$ cat config.mk
export PLATFORM = sky130hd
export DESIGN_NAME = batch_norm_inference
export DESIGN_NICKNAME = d
export VERILOG_FILES = /design/src/rtl/core/bni_pkg.sv /design/src/rtl/core/batch_norm_inference.sv /design/src/rtl/core/bni_ctrl.sv /design/src/rtl/core/bni_datapath.sv
export SDC_FILE = /design/constraint.sdc
export NUM_CORES = 2
export LEC_CHECK = 0
export BUFFER_PORTS_ARGS = -buffer_cell sky130_fd_sc_hd__buf_2
export CELL_PAD_IN_SITES_DETAIL_PLACEMENT = 1
export CELL_PAD_IN_SITES_GLOBAL_PLACEMENT = 2
export CORE_MARGIN = 3
export CORE_UTILIZATION = 35
export CTS_CLUSTER_DIAMETER = 40
export DETAILED_ROUTE_END_ITERATION = 12
export PLACE_DENSITY = 0.67
export SYNTH_ARGS = -nofsm -noshare
export SYNTH_HDL_FRONTEND = slang
export SYNTH_SLANG_ARGS = --single-unit
$ cat constraint.sdc
create_clock -name i_clk -period 11.6 [get_ports i_clk]
set_clock_uncertainty 0.15 [all_clocks]
set_input_delay 0.58 -clock i_clk [delete_from_list [all_inputs] [get_ports i_clk]]
set_output_delay 0.58 -clock i_clk [all_outputs]
set_load 0.02 [all_outputs]
$ cat src/rtl/core/bni_pkg.sv
// Package for the batch normalization inference block.
// Holds the item structs, the controller state type and the command and status groups.
// Depends on nothing.
`timescale 1ns / 1ps
`default_nettype none
package bni_pkg;
    localparam int DATA_W = 32;
    localparam int EPS_W  = 16;

    typedef struct packed {
        logic signed [DATA_W-1:0] x_value;
        logic                     first_of_channel;
        logic signed [DATA_W-1:0] gain;
        logic signed [DATA_W-1:0] offset;
        logic signed [DATA_W-1:0] mean_in;
        logic        [DATA_W-1:0] variance;
    } t_in_item;

    typedef struct packed {
        logic signed [DATA_W-1:0] y_value;
        logic                     saturated;
    } t_out_item;

    typedef enum logic [3:0] {
        S_IDLE,
        S_LOAD,
        S_SQRT,
        S_DINIT,
        S_DIV,
        S_FACT,
        S_DIFF,
        S_MUL,
        S_OUT
    } t_state;

    typedef struct packed {
        logic capture;
        logic load_ch;
        logic sqrt_step;
        logic div_init;
        logic div_step;
        logic fact;
        logic diff;
        logic mul;
        logic load_out;
    } t_cmd;

    typedef struct packed {
        logic first;
    } t_status;
endpackage
`default_nettype wire

$ cat src/rtl/core/batch_norm_inference.sv
// Top level of the batch normalization inference block.
// Joins bni_ctrl and bni_datapath; depends on bni_pkg.
//
// Items enter on i_in_item with i_in_valid and are taken when o_in_stall is low.
// The item that opens a channel carries gain, offset, mean and variance.
// Results leave on o_out_item with o_out_valid; the receiver holds i_out_stall
// high to keep a result in the output register.
// The epsilon register is written on i_cfg_data with i_cfg_valid; o_cfg_ready
// is always high.
// An ordinary element passes S_DIFF, S_MUL and S_OUT into the output register, and
// the next item can be taken back in S_IDLE, so such elements pass one at a time.
// A channel-opening element first passes S_LOAD, R = ceil((33 + FRAC_BITS) / 2)
// steps of the bit-serial square root, S_DINIT, N = 32 + FRAC_BITS steps of the
// restoring divider and S_FACT, one bit per cycle each in root and divider.
// One item is worked on at a time; the next one is accepted once the result has
// entered the output register.
// Reset zeroes the mean, offset and factor, sets epsilon to one, clears output valid.
// While the receiver stalls with a full output register the block holds its
// finished result and accepts no further item.
`timescale 1ns / 1ps
`default_nettype none
module batch_norm_inference #(
    parameter int FRAC_BITS = 16
) (
    input  wire logic                      i_clk,
    input  wire logic                      i_rst_n,
    input  wire logic                      i_in_valid,
    output logic                           o_in_stall,
    input  bni_pkg::t_in_item              i_in_item,
    output logic                           o_out_valid,
    input  wire logic                      i_out_stall,
    output bni_pkg::t_out_item             o_out_item,
    input  wire logic                      i_cfg_valid,
    output logic                           o_cfg_ready,
    input  wire logic [bni_pkg::EPS_W-1:0] i_cfg_data
);
    import bni_pkg::*;

    localparam int SQRT_STEPS = (DATA_W + 1 + FRAC_BITS + 1) / 2;
    localparam int DIV_STEPS  = DATA_W + FRAC_BITS;

    t_cmd    w_cmd;
    t_status w_status;

    assign o_cfg_ready = 1'b1;

    bni_ctrl #(
        .SQRT_STEPS(SQRT_STEPS),
        .DIV_STEPS (DIV_STEPS)
    ) u_ctrl (
        .i_clk      (i_clk),
        .i_rst_n    (i_rst_n),
        .i_in_valid (i_in_valid),
        .o_in_stall (o_in_stall),
        .o_out_valid(o_out_valid),
        .i_out_stall(i_out_stall),
        .i_status   (w_status),
        .o_cmd      (w_cmd)
    );

    bni_datapath #(
        .FRAC_BITS(FRAC_BITS)
    ) u_datapath (
        .i_clk      (i_clk),
        .i_rst_n    (i_rst_n),
        .i_in_item  (i_in_item),
        .i_cfg_valid(i_cfg_valid && o_cfg_ready),
        .i_cfg_data (i_cfg_data),
        .i_cmd      (w_cmd),
        .o_status   (w_status),
        .o_out_item (o_out_item)
    );

    a_busy_after_accept: assert property (@(posedge i_clk) disable iff (!i_rst_n)
        (i_in_valid && !o_in_stall) |=> o_in_stall)
        else $error("input not stalled after an accepted item");

    a_result_from_busy: assert property (@(posedge i_clk) disable iff (!i_rst_n)
        $rose(o_out_valid) |-> $past(o_in_stall))
        else $error("result appeared without an item in work");

    a_idle_drains: assert property (@(posedge i_clk) disable iff (!i_rst_n)
        (o_out_valid && !i_out_stall && !o_in_stall) |=> !o_out_valid)
        else $error("result repeated while idle");
endmodule
`default_nettype wire

$ cat src/rtl/core/bni_ctrl.sv
// Controller state machine of the batch normalization block.
// Sequences root, divide and element steps; depends on bni_pkg.
`timescale 1ns / 1ps
`default_nettype none
module bni_ctrl #(
    parameter int SQRT_STEPS = 25,
    parameter int DIV_STEPS  = 48
) (
    input  wire logic           i_clk,
    input  wire logic           i_rst_n,
    input  wire logic           i_in_valid,
    output logic                o_in_stall,
    output logic                o_out_valid,
    input  wire logic           i_out_stall,
    input  bni_pkg::t_status    i_status,
    output bni_pkg::t_cmd       o_cmd
);
    import bni_pkg::*;

    localparam int MAX_STEPS = (SQRT_STEPS > DIV_STEPS) ? SQRT_STEPS : DIV_STEPS;
    localparam int CW = $clog2(MAX_STEPS + 1);

    t_state r_state, n_state;
    logic [CW-1:0] r_cnt, n_cnt;
    logic r_out_valid, n_out_valid;
    logic w_accept, w_out_free;

    assign w_accept   = i_in_valid && (r_state == S_IDLE);
    assign w_out_free = !r_out_valid || !i_out_stall;

    always_comb begin
        n_state = r_state;
        n_cnt   = r_cnt;
        case (r_state)
            S_IDLE: begin
                if (w_accept) begin
                    n_state = i_status.first ? S_LOAD : S_DIFF;
                end
            end
            S_LOAD: begin
                n_state = S_SQRT;
                n_cnt   = CW'(SQRT_STEPS - 1);
            end
            S_SQRT: begin
                if (r_cnt == '0) begin
                    n_state = S_DINIT;
                end else begin
                    n_cnt = r_cnt - 1'b1;
                end
            end
            S_DINIT: begin
                n_state = S_DIV;
                n_cnt   = CW'(DIV_STEPS - 1);
            end
            S_DIV: begin
                if (r_cnt == '0) begin
                    n_state = S_FACT;
                end else begin
                    n_cnt = r_cnt - 1'b1;
                end
            end
            S_FACT:  n_state = S_DIFF;
            S_DIFF:  n_state = S_MUL;
            S_MUL:   n_state = S_OUT;
            S_OUT: begin
                if (w_out_free) begin
                    n_state = S_IDLE;
                end
            end
            default: n_state = S_IDLE;
        endcase
    end

    always_comb begin
        o_cmd           = '0;
        o_cmd.capture   = w_accept;
        o_cmd.load_ch   = (r_state == S_LOAD);
        o_cmd.sqrt_step = (r_state == S_SQRT);
        o_cmd.div_init  = (r_state == S_DINIT);
        o_cmd.div_step  = (r_state == S_DIV);
        o_cmd.fact      = (r_state == S_FACT);
        o_cmd.diff      = (r_state == S_DIFF);
        o_cmd.mul       = (r_state == S_MUL);
        o_cmd.load_out  = (r_state == S_OUT) && w_out_free;
    end

    always_comb begin
        n_out_valid = r_out_valid;
        if (o_cmd.load_out) begin
            n_out_valid = 1'b1;
        end else if (!i_out_stall) begin
            n_out_valid = 1'b0;
        end
    end

    always_ff @(posedge i_clk) begin
        if (!i_rst_n) begin
            r_state     <= S_IDLE;
            r_cnt       <= '0;
            r_out_valid <= 1'b0;
        end else begin
            r_state     <= n_state;
            r_cnt       <= n_cnt;
            r_out_valid <= n_out_valid;
        end
    end

    assign o_in_stall  = (r_state != S_IDLE);
    assign o_out_valid = r_out_valid;
endmodule
`default_nettype wire

$ cat src/rtl/core/bni_datapath.sv
// Datapath of the batch normalization block: bit-serial root and divider,
// channel registers, element multiply and saturation; depends on bni_pkg.
`timescale 1ns / 1ps
`default_nettype none
module bni_datapath #(
    parameter int FRAC_BITS = 16
) (
    input  wire logic                   i_clk,
    input  wire logic                   i_rst_n,
    input  bni_pkg::t_in_item           i_in_item,
    input  wire logic                   i_cfg_valid,
    input  wire logic [bni_pkg::EPS_W-1:0] i_cfg_data,
    input  bni_pkg::t_cmd               i_cmd,
    output bni_pkg::t_status            o_status,
    output bni_pkg::t_out_item          o_out_item
);
    import bni_pkg::*;

    localparam int SW  = DATA_W + 1 + FRAC_BITS;
    localparam int RW  = (SW + 1) / 2;
    localparam int NPW = 2 * RW;
    localparam int NW  = DATA_W + FRAC_BITS;
    localparam int PW  = 2 * DATA_W + 1;
    localparam logic [NW-1:0] SMAX_Q = NW'({1'b0, {(DATA_W-1){1'b1}}});
    localparam logic signed [DATA_W-1:0] SMAX = {1'b0, {(DATA_W-1){1'b1}}};
    localparam logic signed [DATA_W-1:0] SMIN = {1'b1, {(DATA_W-1){1'b0}}};

    t_in_item r_item;
    logic [EPS_W-1:0] r_eps;
    logic signed [DATA_W-1:0] r_factor, r_mean, r_bias, r_gain;
    logic r_fsat;
    logic [NPW-1:0] r_sq_src;
    logic [RW:0] r_sq_rem;
    logic [RW-1:0] r_sq_root;
    logic [NW-1:0] r_dv_num;
    logic [RW-1:0] r_dv_rem;
    logic signed [DATA_W:0] r_diff;
    logic signed [PW-1:0] r_prod;
    t_out_item r_out;

    logic [DATA_W:0] w_sum_s;
    logic [RW+2:0] w_sq_rem2, w_sq_trial;
    logic [RW:0] w_dv_rem2;
    logic [DATA_W-1:0] w_gmag;
    logic signed [PW-FRAC_BITS:0] w_y;
    logic w_hi, w_lo;

    assign w_sum_s    = {1'b0, i_in_item.variance} + (DATA_W+1)'(r_eps);
    assign w_sq_rem2  = {r_sq_rem, r_sq_src[NPW-1:NPW-2]};
    assign w_sq_trial = {1'b0, r_sq_root, 2'b01};
    assign w_dv_rem2  = {r_dv_rem, r_dv_num[NW-1]};
    assign w_gmag     = r_gain[DATA_W-1] ? DATA_W'(-r_gain) : DATA_W'(r_gain);
    assign w_y        = (PW-FRAC_BITS+1)'(r_prod >>> FRAC_BITS) + (PW-FRAC_BITS+1)'(r_bias);
    assign w_hi       = w_y > (PW-FRAC_BITS+1)'(SMAX);
    assign w_lo       = w_y < (PW-FRAC_BITS+1)'(SMIN);

    always_ff @(posedge i_clk) begin
        if (!i_rst_n) begin
            r_eps    <= EPS_W'(1);
            r_factor <= '0;
            r_mean   <= '0;
            r_bias   <= '0;
            r_fsat   <= 1'b0;
        end else begin
            if (i_cfg_valid) begin
                r_eps <= i_cfg_data;
            end
            if (i_cmd.load_ch) begin
                r_mean <= r_item.mean_in;
                r_bias <= r_item.offset;
            end
            if (i_cmd.fact) begin
                r_fsat <= 1'b0;
                if (r_sq_root == '0) begin
                    r_fsat   <= 1'b1;
                    r_factor <= r_gain[DATA_W-1] ? SMIN : ((r_gain == '0) ? '0 : SMAX);
                end else if (r_gain[DATA_W-1]) begin
                    if (r_dv_num > SMAX_Q + 1'b1) begin
                        r_fsat   <= 1'b1;
                        r_factor <= SMIN;
                    end else begin
                        r_factor <= DATA_W'(-r_dv_num);
                    end
                end else begin
                    if (r_dv_num > SMAX_Q) begin
                        r_fsat   <= 1'b1;
                        r_factor <= SMAX;
                    end else begin
                        r_factor <= DATA_W'(r_dv_num);
                    end
                end
            end
        end
    end

    always_ff @(posedge i_clk) begin
        if (i_cmd.capture) begin
            r_item <= i_in_item;
            r_sq_src  <= NPW'({w_sum_s, {FRAC_BITS{1'b0}}});
            r_sq_rem  <= '0;
            r_sq_root <= '0;
        end
        if (i_cmd.load_ch) begin
            r_gain <= r_item.gain;
        end
        if (i_cmd.sqrt_step) begin
            r_sq_src <= {r_sq_src[NPW-3:0], 2'b00};
            if (w_sq_rem2 >= w_sq_trial) begin
                r_sq_rem  <= (RW+1)'(w_sq_rem2 - w_sq_trial);
                r_sq_root <= {r_sq_root[RW-2:0], 1'b1};
            end else begin
                r_sq_rem  <= (RW+1)'(w_sq_rem2);
                r_sq_root <= {r_sq_root[RW-2:0], 1'b0};
            end
        end
        if (i_cmd.div_init) begin
            r_dv_num <= NW'({w_gmag, {FRAC_BITS{1'b0}}});
            r_dv_rem <= '0;
        end
        if (i_cmd.div_step) begin
            if (w_dv_rem2 >= {1'b0, r_sq_root}) begin
                r_dv_rem <= RW'(w_dv_rem2 - {1'b0, r_sq_root});
                r_dv_num <= {r_dv_num[NW-2:0], 1'b1};
            end else begin
                r_dv_rem <= RW'(w_dv_rem2);
                r_dv_num <= {r_dv_num[NW-2:0], 1'b0};
            end
        end
        if (i_cmd.diff) begin
            r_diff <= (DATA_W+1)'(r_item.x_value) - (DATA_W+1)'(r_mean);
        end
        if (i_cmd.mul) begin
            r_prod <= PW'(r_diff * r_factor);
        end
        if (i_cmd.load_out) begin
            r_out.y_value   <= w_hi ? SMAX : (w_lo ? SMIN : DATA_W'(w_y));
            r_out.saturated <= w_hi || w_lo || r_fsat;
        end
    end

    assign o_status.first = i_in_item.first_of_channel;
    assign o_out_item     = r_out;
endmodule
`default_nettype wire
==> out/metrics.cfg <==
[status]
status = finished, final reports clean

[yosys]
synth_area_mm2 = 0.0652
synthArstFlopShare_pct = 0
synth_edf_count = 433
ys_types = 83
syn_inst = 6630
ys_ff_latch = 557
ys.flop_type = edfxtp_1
synth-warning-count = 0
seq_area_frac_synth_pct = 23.7
synth_fp_nets = 8262
avgSynthCellArea_um2 = 9.84

[grt]
grt_pass1_wl_mm = 311
grt_max_degree = 71
grt_overflow = 0
antenna_found_initial = 13
grt_pass1_vias = 53100
track_usage_pct = 21.0

[timing]
tightest_slew_ns = 1.17
finalHoldViolCount = 0
clock.fmax_mhz = 104
relSlewSlack_pct = 22.0
drv_slew = 0
timing.hold.ws_ns = 0.0760
rsz0062_at_grt = false
min_period_ns = 9.63
tns_ns = 0
period_share_pct = 83.0
setup_viol = 0

[clocking]
cts_resized = 0
insertion_delay_ns = 0.80
cts_tree = done
clk_path_buf_depth = 3
cts-root-buf = clkbuf_16
clkTransAtPathRegs_ns = 0.05
cts_buffers = 118
cts_sinks = 557
cts_setup_buffers = 0
htreeDepth = 3

[floorplan]
dieArea_mm2 = 0.192
die_h_um = 438
io_pins = 218
coreArea_mm2 = 0.184
die_w_um = 438
initial_core_util_pct = 35.4
rows = 157

[placed_design]
dpl_cell_area_mm2 = 0.0691
dp_hpwl_mm = 156
dp.cells = 9102
place.gp.congestion = 0.809
numPortBuffers = 216

[worst_setup_path]
cp_data_arrival_time_ns = 10.00
start_kind = flip-flop
crit_path_max_fanout = 20
crit_path_start = u_datapath.r_factor[3]
end_kind = flip-flop
rr_startpoint = u_datapath.r_factor[3]
crit_type = reg2reg
critPathMostFrequentCell = fa_1
crit_required_ns = 11.97
critPathMaxStageDelay_ns = 1.04
cpMaxStageDelayCell = dfxtp_1

[routing]
antenna_left = 0
firstDrtPassIters = 5
drtIter0Drc = 1960
wl_mm = 195
route.detailed.drc = 0
via_per_inst = 4.89
wire_per_inst_um = 20.6
vias = 46400

[finish]
final_area_mm2 = 0.0748
stdcell_count = 9484
drive_above_1_share_pct = 8.49
fin_nets = 8543
synthToLayoutAreaGrowth_pct = 14.7

[hold_path]
hold_class = in2reg
hp-start = i_in_item[0]

[power]
pwr_density_cell_mw_per_mm2 = 260
p_leak_nw = 34.1
ir_drop_mv = 0.219
p_total_mw = 19.5

[run]
cap_violations = 0

-- per-stage QoR --
stage	util [%]	worst slack, ns
6_report	40.6	1.97
3_5_place_dp	37.5	1.82
4_1_cts	40.6	1.88
2_1_floorplan	-	3.51
3_3_place_gp	37.5	1.89
5_1_grt	40.6	1.41
-- layout make-up --
type / count / area [µm²]
clock buffers: 131 / 3060
well taps: 2464 / 3080
inverters: 1172 / 4400
clock inverters: 94 / 1120
repair buffers: 481 / 3460
multi-input cells: 4581 / 44200
flip-flops and latches: 557 / 15500
diodes: 4 / 10.0
fillers: 20600 / 109000
-- layer usage --
metal | vias up | wire, µm | track usage [%] | part of all wire, %
met5 | - | 0 | 0 | 0
met4 | 0 | 4870 | 5.53 | 2.5
met3 | 204 | 4370 | 1.85 | 2.2
met2 | 502 | 103000 | 38.7 | 53
met1 | 24300 | 83200 | 26.1 | 43
li1 | 21400 | - | - | -
-- worst paths after layout --
path,slack (ns),end,cells past startpoint
max reg2reg,1.97,u_datapath.r_prod[59],29
min,0.08,u_datapath.r_sq_src[16],3
max,1.97,u_datapath.r_prod[59],29
min reg2reg,0.26,u_datapath.r_gain[3],0
-- state kept, by name, summed over array words and instances (netlist names) --
register	cells
u_ctrl.o_out_valid	1
u_ctrl.r_cnt	6
u_ctrl.r_state	4
u_datapath.o_out_item	33
u_datapath.r_bias	32
u_datapath.r_diff	33
u_datapath.r_dv_num	48
u_datapath.r_dv_rem	25
u_datapath.r_eps	16
u_datapath.r_factor	32
u_datapath.r_fsat	1
u_datapath.r_gain	32
u_datapath.r_item	128
u_datapath.r_mean	32
u_datapath.r_prod	49
u_datapath.r_sq_rem	26
u_datapath.r_sq_root	25
u_datapath.r_sq_src	34
-- critical path: cells and delay by family (launching register included) --
kind,cells,cell delay [ns]
buf+inv,7,0.88
fa+ha+maj,9,4.44
compound gates,5,1.87
xor+xnor,1,0.11
simple gates,7,0.93
flops,1,1.04
-- cells in the mapped netlist (all sizes together) (15+ instances only) --
master | instances | share of area [%]
inv | 1171 | 6.7
fa | 1115 | 34
nand2 | 824 | 4.7
and2 | 532 | 5.1
edfxtp | 433 | 20
ha | 335 | 6.4
clkbuf | 296 | 1.7
nor2 | 289 | 1.7
a21oi | 239 | 1.8
o21ai | 216 | 1.7
xnor2 | 127 | 1.7
dfxtp | 124 | 3.8
xor2 | 90 | 1.2
a21o | 85 | 0.98
a21boi | 71 | 0.82
nor3 | 64 | 0.50
mux2i | 51 | 0.78
nor2b | 47 | 0.45
nand3 | 44 | 0.35
and3 | 37 | 0.35
o21a | 37 | 0.43
nand2b | 35 | 0.34
or3 | 34 | 0.34
nand4 | 28 | 0.27
a211oi | 26 | 0.30
a31oi | 24 | 0.23
buf | 24 | 0.19
o21bai | 24 | 0.28
o31ai | 20 | 0.23
nor4 | 15 | 0.17
-- report_power, final --
group          internal [mW]  switching, mW  total [mW]
clock network           2.17           1.34        3.51
registers               3.18          0.460        3.64
logic                   4.91           7.42        12.3
-- cell families (layout without fill, tap and decap cells) --
group	count (synthesis)	after routing	share of synthesized area (%)
adder cells (fa/ha/maj)	1450	1450	40.7
AO/OA/AOI/OAI	851	851	8.22
other	1	5	0.00575
AND/OR/NAND/NOR	2006	2006	15.0
XOR/XNOR	217	217	2.91
buffers and inverters	1492	1878	8.64
flip-flops	557	557	23.7
multiplexers	56	56	0.869
-- placed cells by master, fill, tap and decap left out, types with 36 or more instances in the layout --
| master | count |
|---|---|
| nand2_1 | 820 |
| a21boi_0 | 71 |
| ha_1 | 335 |
| a21o_1 | 85 |
| o21a_1 | 37 |
| a21oi_1 | 237 |
| nor2b_1 | 47 |
| xnor2_1 | 127 |
| and2_1 | 532 |
| clkbuf_16 | 118 |
| buf_2 | 215 |
| nand3_1 | 42 |
| nor3_1 | 61 |
| dlygate4sd3_1 | 153 |
| nor2_1 | 287 |
| dfxtp_1 | 120 |
| edfxtp_1 | 433 |
| xor2_1 | 90 |
| mux2i_1 | 51 |
| fa_1 | 1115 |
| inv_1 | 1170 |
| buf_4 | 113 |
| o21ai_0 | 211 |
| and3_1 | 36 |
-- repair_timing --
action                                  4_1_cts  5_1_grt
endpoints found under the hold margin       153        0
endpoints found under the setup margin        0        0
hold buffers                                153        0
Power figures use the tool's default switching activity.
